[config.mk]
export PLATFORM = sky130hd
export DESIGN_NAME = fem_lma_ctrl
export DESIGN_NICKNAME = d
export VERILOG_FILES = /design/src/assert_macros.svh /design/src/fem_lma_pkg.sv /design/src/fem_lma_ctrl.sv
export SDC_FILE = /design/constraint.sdc
export NUM_CORES = 1
export LEC_CHECK = 0
export BUFFER_PORTS_ARGS = -buffer_cell sky130_fd_sc_hd__buf_2
export CAP_MARGIN = 20
export CORE_AREA = 3 3 40 42
export DETAILED_ROUTE_END_ITERATION = 8
export DIE_AREA = 0 0 43 45
export SYNTH_ARGS = -nofsm -noshare
export SYNTH_HDL_FRONTEND = slang
export SYNTH_SLANG_ARGS = --single-unit
[constraint.sdc]
create_clock -name clk -period 1.85 [get_ports clk]
set_input_delay 0.185 -clock clk [delete_from_list [all_inputs] [get_ports clk]]
set_output_delay 0.185 -clock clk [all_outputs]
set_load 0.005 [all_outputs]
[src/assert_macros.svh]
// ----------------------------------------------------------------------------
// assertion macros
// shared same-cycle implication and next-cycle property forms
// ----------------------------------------------------------------------------
`ifndef ASSERT_MACROS_SVH
`define ASSERT_MACROS_SVH

// same-cycle implication, checked on every rising clock outside reset
`define ASSERT_IMPL(label, ante, cons, msg) \
  label: assert property (@(posedge clk) disable iff (rst) (ante) |-> (cons)) \
    else $error(msg);

// next-cycle implication, checked on every rising clock outside reset
`define ASSERT_NEXT(label, ante, cons, msg) \
  label: assert property (@(posedge clk) disable iff (rst) (ante) |=> (cons)) \
    else $error(msg);

`endif

[src/fem_lma_pkg.sv]
// ----------------------------------------------------------------------------
// fem_lma_pkg
// shared types and constants of the lumped mass accumulator
// ----------------------------------------------------------------------------
package fem_lma_pkg;

  localparam int IDX_W    = 12;
  localparam int DATA_W   = 32;
  localparam int MASS_W   = 48;
  localparam int NVERTS   = 8;
  localparam int KIDX_W   = 3;
  localparam int OP_W     = 2;
  localparam int KIND_W   = 2;

  // input packing
  localparam int S_TDATA_W = 2 * DATA_W + NVERTS * IDX_W;
  localparam int S_TUSER_W = OP_W + KIND_W;
  localparam int VERT_LSB  = 2 * DATA_W;
  localparam int M_TDATA_W = 64;

  // divide by three, one byte per step
  localparam int DIGIT_W    = 8;
  localparam int DIV_STEPS  = MASS_W / DIGIT_W;
  localparam int DIV3_MULT  = 683;
  localparam int DIV3_SHIFT = 11;

  localparam logic [OP_W-1:0] OP_ADD   = 2'd0;
  localparam logic [OP_W-1:0] OP_READ  = 2'd1;
  localparam logic [OP_W-1:0] OP_CLEAR = 2'd2;

  localparam logic [KIND_W-1:0] KIND_TRI  = 2'd0;
  localparam logic [KIND_W-1:0] KIND_TET  = 2'd1;
  localparam logic [KIND_W-1:0] KIND_QUAD = 2'd2;
  localparam logic [KIND_W-1:0] KIND_HEX  = 2'd3;

  typedef enum logic [3:0] {
    ST_CLEAR,
    ST_IDLE,
    ST_MUL,
    ST_DIV,
    ST_SHARE,
    ST_UPD_RD,
    ST_UPD_WR,
    ST_RD_REQ,
    ST_RD_OUT
  } state_t;

  typedef struct packed {
    logic load;
    logic clr_start;
    logic clr_wr;
    logic mul;
    logic share_ld;
    logic div_step;
    logic upd_rd;
    logic upd_wr;
    logic rd_req;
    logic out_load;
  } cmd_t;

  typedef struct packed {
    logic [OP_W-1:0]   in_op;
    logic [KIND_W-1:0] kind;
    logic              div_last;
    logic              k_last;
    logic              clr_last;
    logic              out_free;
  } stat_t;

  // index of the last vertex of an element kind
  function automatic logic [KIDX_W-1:0] last_vert(input logic [KIND_W-1:0] kind);
    logic [KIDX_W-1:0] r;
    unique case (kind)
      KIND_TRI:  r = 3'd2;
      KIND_TET:  r = 3'd3;
      KIND_QUAD: r = 3'd3;
      KIND_HEX:  r = 3'd7;
      default:   r = 3'd7;
    endcase
    return r;
  endfunction

endpackage

[src/fem_lma_ctrl.sv]
// ----------------------------------------------------------------------------
// fem_lma_ctrl
// sequencer for element updates, vertex reads and store clearing
// ----------------------------------------------------------------------------
module fem_lma_ctrl (
  input  logic                clk,
  input  logic                rst,
  input  logic                s_tvalid,
  output logic                s_tready,
  input  fem_lma_pkg::stat_t  stat,
  output fem_lma_pkg::cmd_t   cmd
);

  fem_lma_pkg::state_t state, state_next;
  logic accept;

  assign s_tready = (state == fem_lma_pkg::ST_IDLE);
  assign accept   = s_tvalid && s_tready;

  // reset starts with a clearing pass over the store
  always_ff @(posedge clk) begin
    if (rst) begin
      state <= fem_lma_pkg::ST_CLEAR;
    end else begin
      state <= state_next;
    end
  end

  always_comb begin
    state_next = state;
    unique case (state)
      fem_lma_pkg::ST_CLEAR: begin
        if (stat.clr_last) state_next = fem_lma_pkg::ST_IDLE;
      end
      fem_lma_pkg::ST_IDLE: begin
        if (accept) begin
          unique case (stat.in_op)
            fem_lma_pkg::OP_ADD:   state_next = fem_lma_pkg::ST_MUL;
            fem_lma_pkg::OP_READ:  state_next = fem_lma_pkg::ST_RD_REQ;
            fem_lma_pkg::OP_CLEAR: state_next = fem_lma_pkg::ST_CLEAR;
            default:               state_next = fem_lma_pkg::ST_IDLE;
          endcase
        end
      end
      fem_lma_pkg::ST_MUL: begin
        if (stat.kind == fem_lma_pkg::KIND_TRI) begin
          state_next = fem_lma_pkg::ST_DIV;
        end else begin
          state_next = fem_lma_pkg::ST_SHARE;
        end
      end
      fem_lma_pkg::ST_DIV: begin
        if (stat.div_last) state_next = fem_lma_pkg::ST_UPD_RD;
      end
      fem_lma_pkg::ST_SHARE:  state_next = fem_lma_pkg::ST_UPD_RD;
      fem_lma_pkg::ST_UPD_RD: state_next = fem_lma_pkg::ST_UPD_WR;
      fem_lma_pkg::ST_UPD_WR: begin
        if (stat.k_last) begin
          state_next = fem_lma_pkg::ST_IDLE;
        end else begin
          state_next = fem_lma_pkg::ST_UPD_RD;
        end
      end
      fem_lma_pkg::ST_RD_REQ: state_next = fem_lma_pkg::ST_RD_OUT;
      fem_lma_pkg::ST_RD_OUT: begin
        if (stat.out_free) state_next = fem_lma_pkg::ST_IDLE;
      end
      default: state_next = fem_lma_pkg::ST_CLEAR;
    endcase
  end

  always_comb begin
    cmd = '0;
    unique case (state)
      fem_lma_pkg::ST_CLEAR: cmd.clr_wr = 1'b1;
      fem_lma_pkg::ST_IDLE: begin
        cmd.load      = accept;
        cmd.clr_start = accept && (stat.in_op == fem_lma_pkg::OP_CLEAR);
      end
      fem_lma_pkg::ST_MUL:    cmd.mul      = 1'b1;
      fem_lma_pkg::ST_DIV:    cmd.div_step = 1'b1;
      fem_lma_pkg::ST_SHARE:  cmd.share_ld = 1'b1;
      fem_lma_pkg::ST_UPD_RD: cmd.upd_rd   = 1'b1;
      fem_lma_pkg::ST_UPD_WR: cmd.upd_wr   = 1'b1;
      fem_lma_pkg::ST_RD_REQ: cmd.rd_req   = 1'b1;
      fem_lma_pkg::ST_RD_OUT: cmd.out_load = stat.out_free;
      default: cmd = '0;
    endcase
  end

endmodule

==> summary.md <==
| Metric | Value |
|---|---|
| Initial Utilization | `30.8%` |
| Global route overflow | `0` |
| CP Cell Sequence | `nand2b_4 -> nor3_2 -> and2_1 -> and3b_1 -> buf_2` |
| Number of flip-flops in the largest register | `4` |
| CTS Hold Bufs | `0` |
| Ys async rst share | `0%` |
| Syn nets | `63` |
| Fin crit share | `93.2%` |
| Peak fanout along the critical path | `10` |
| Root Buffer | `clkbuf_4` |
| Top cell type's share of synthesized area | `20.3%` |
| Port Buffers | `21` |
| Width of the die | `43 um` |
| Crit path time final | `1720 ps` |
| Worst Setup Start Kind | `flop` |
| Critical Path AT | `1540 ps` |
| P_leak | `0.000239 uW` |
| GRT Total Usage | `11.9%` |
| CTS tree | `done` |
| Share of layout cells above drive strength 1 | `44.4%` |
| WP buf/inv | `1` |
| Unrepaired setup endpoints after global routing | `false` |
| Peak supply drop | `0.000197 V` |
| Largest net degree at the start of global routing | `14` |
| # H-tree levels | `1` |
| Die height | `45 um` |
| Max Clock Freq | `580 MHz` |
| Synth area leader | `dfxtp_1` |
| Setup violators final | `0` |
| Slew @ Worst Pin | `467 ps` |
| Yosys reg bits | `4` |
| Post-CTS resize count | `0` |
| Most frequent cells in the layout | `buf_2, nor2_1, nor3_1` |
| Vias per cell | `5.08` |
| Seq/Total Area, Yosys | `20.3%` |
| Post-synth EDFFs | `0` |
| Post-route ant nets | `0` |
| Kind of end point of the critical path | `output port` |
| First-pass GRT wire length | `1750 um` |
| Die area | `1940 um^2` |
| 1st-iter DRT viols | `5` |
| Top delay family on crit path | `simple AND/OR/NAND/NOR gates` |
| Req. time, crit path | `1660 ps` |
| # Post-CTS Setup Buffers | `0` |
| Slowest cell on crit path | `dfxtp_1` |
| IO Pins | `22` |
| Initial antenna violation count | `0` |
| Ys flop type | `dfxtp_1` |
| Worst min-delay path class | `input pin to flop` |
| Synthesized cell area | `395 um^2` |
| Synth top area cells | `dfxtp_1, nor3_1, nor2_1` |
| CP max stage delay | `560 ps` |
| Worst-path clk slew | `40 ps` |
| DR WL/cell | `11.6 um` |
| Final Hold Vio Count | `0` |
| P&R area growth vs syn | `29.7%` |
| Maximum clock insertion buffer count | `2` |
| Placed Cells | `84` |
| Post-route DRC violation count | `0` |
| Final Cell Area | `513 um^2` |
| Clock skew | `5.31 ps` |
| Final HPWL DP | `800 um` |
| Clock Sink Count | `4` |
| First-pass DRT Iterations | `4` |
| Top reg by flops | `state` |
| Worst rel slew slack | `68.8%` |
| Outcome | `complete, no violations` |
| Final #Nets | `85` |
| Max Slew Vio Count | `0` |
| WL final | `1010 um` |
| Crit Path Class | `flop to output port` |
| Placed cell areas | `490 um^2` |
| CTS Buf Count | `3` |
| Post-synthesis cell type count | `29` |
| Max Cap Viol | `0` |
| Ant. Diodes | `0` |
| Fin Setup TNS | `0 ps` |
| Regs by FF count | `state: 4 flops` |
| Fin cells | `87` |
| Ys Warns | `0` |
| Vias | `442` |
| Vias in the first global route | `423` |
| Row count | `13` |
| Commonest non-fill, non-tap cell in the layout | `buf_2` |
| Syn Area/Cell | `7.60 um^2` |
| Core area | `1280 um^2` |
| Power Density | `639 nW/um^2` |
| Syn Inst Count | `52` |
| Routability cong. | `0.814` |
| Worst-Skew Late Latency | `240 ps` |
[stage by stage]
stage	util, %	worst slack (ps)	hold slack (ps)	power (uW)
global route	39.9	37.5	183	350
floorplan	-	526	254	189
global placement	38.2	387	416	217
finish	39.9	125	157	328
detailed placement	38.2	377	406	217
CTS	39.9	115	154	333
[path summary, 6_finish.rpt]
kind	from	endpoint	slack, ps	depth (start not counted)
max reg2reg	state[1]	state[2]	430	4
min	rst	state[2]	160	2
min reg2reg	state[3]	state[3]	700	2
max	state[1]	cmd[8]	130	5
[synth_stat cells (2+ instances only)]
cell type  n
buf_2      2
nor2_1     6
nand2b_1   3
nor3_1     5
nor2b_1    2
a21oi_1    3
dfxtp_1    4
o21ai_0    3
nand2_1    2
inv_1      2
nand3b_1   2
[cell families (layout without fill, tap and decap cells)]
group,Yosys count,in the layout,share of synthesized area (%)
mux,1,1,2.53
simple gates,30,30,49.1
compound gates,11,11,19.0
flops,4,4,20.3
buf+inv,6,26,9.18
[worst register-to-register path, delay by kind of cell (launching register included)]
kind / cells / cell delay, ps
DFF: 1 / 560
and+or+nand+nor: 1 / 190
AOI/OAI and AO/OA: 3 / 580
[where the power goes]
part           total (uW)  internal, uW  switching, uW
registers             114          92.8           21.2
clock network         113          72.9           39.9
logic                 101          54.5           46.7
total                 328           220            108
[routing by layer]
metal | vias up | wire length, um | GRT usage, %
li1 | 229 | - | -
met1 | 192 | 462 | 15.0
met2 | 19 | 446 | 18.3
met3 | 2 | 79 | 3.19
met4 | 0 | 17 | 7.23
met5 | - | 0 | 0
[layout make-up]
type                    count  area [um^2]
clock buffers               3         22.5
repair buffers             21          105
well taps                  15         18.8
inverters                   2         7.51
flip-flops and latches      4         80.1
fillers                   152          772
multi-input cells          42          279
(Power assumes the default switching activity.)
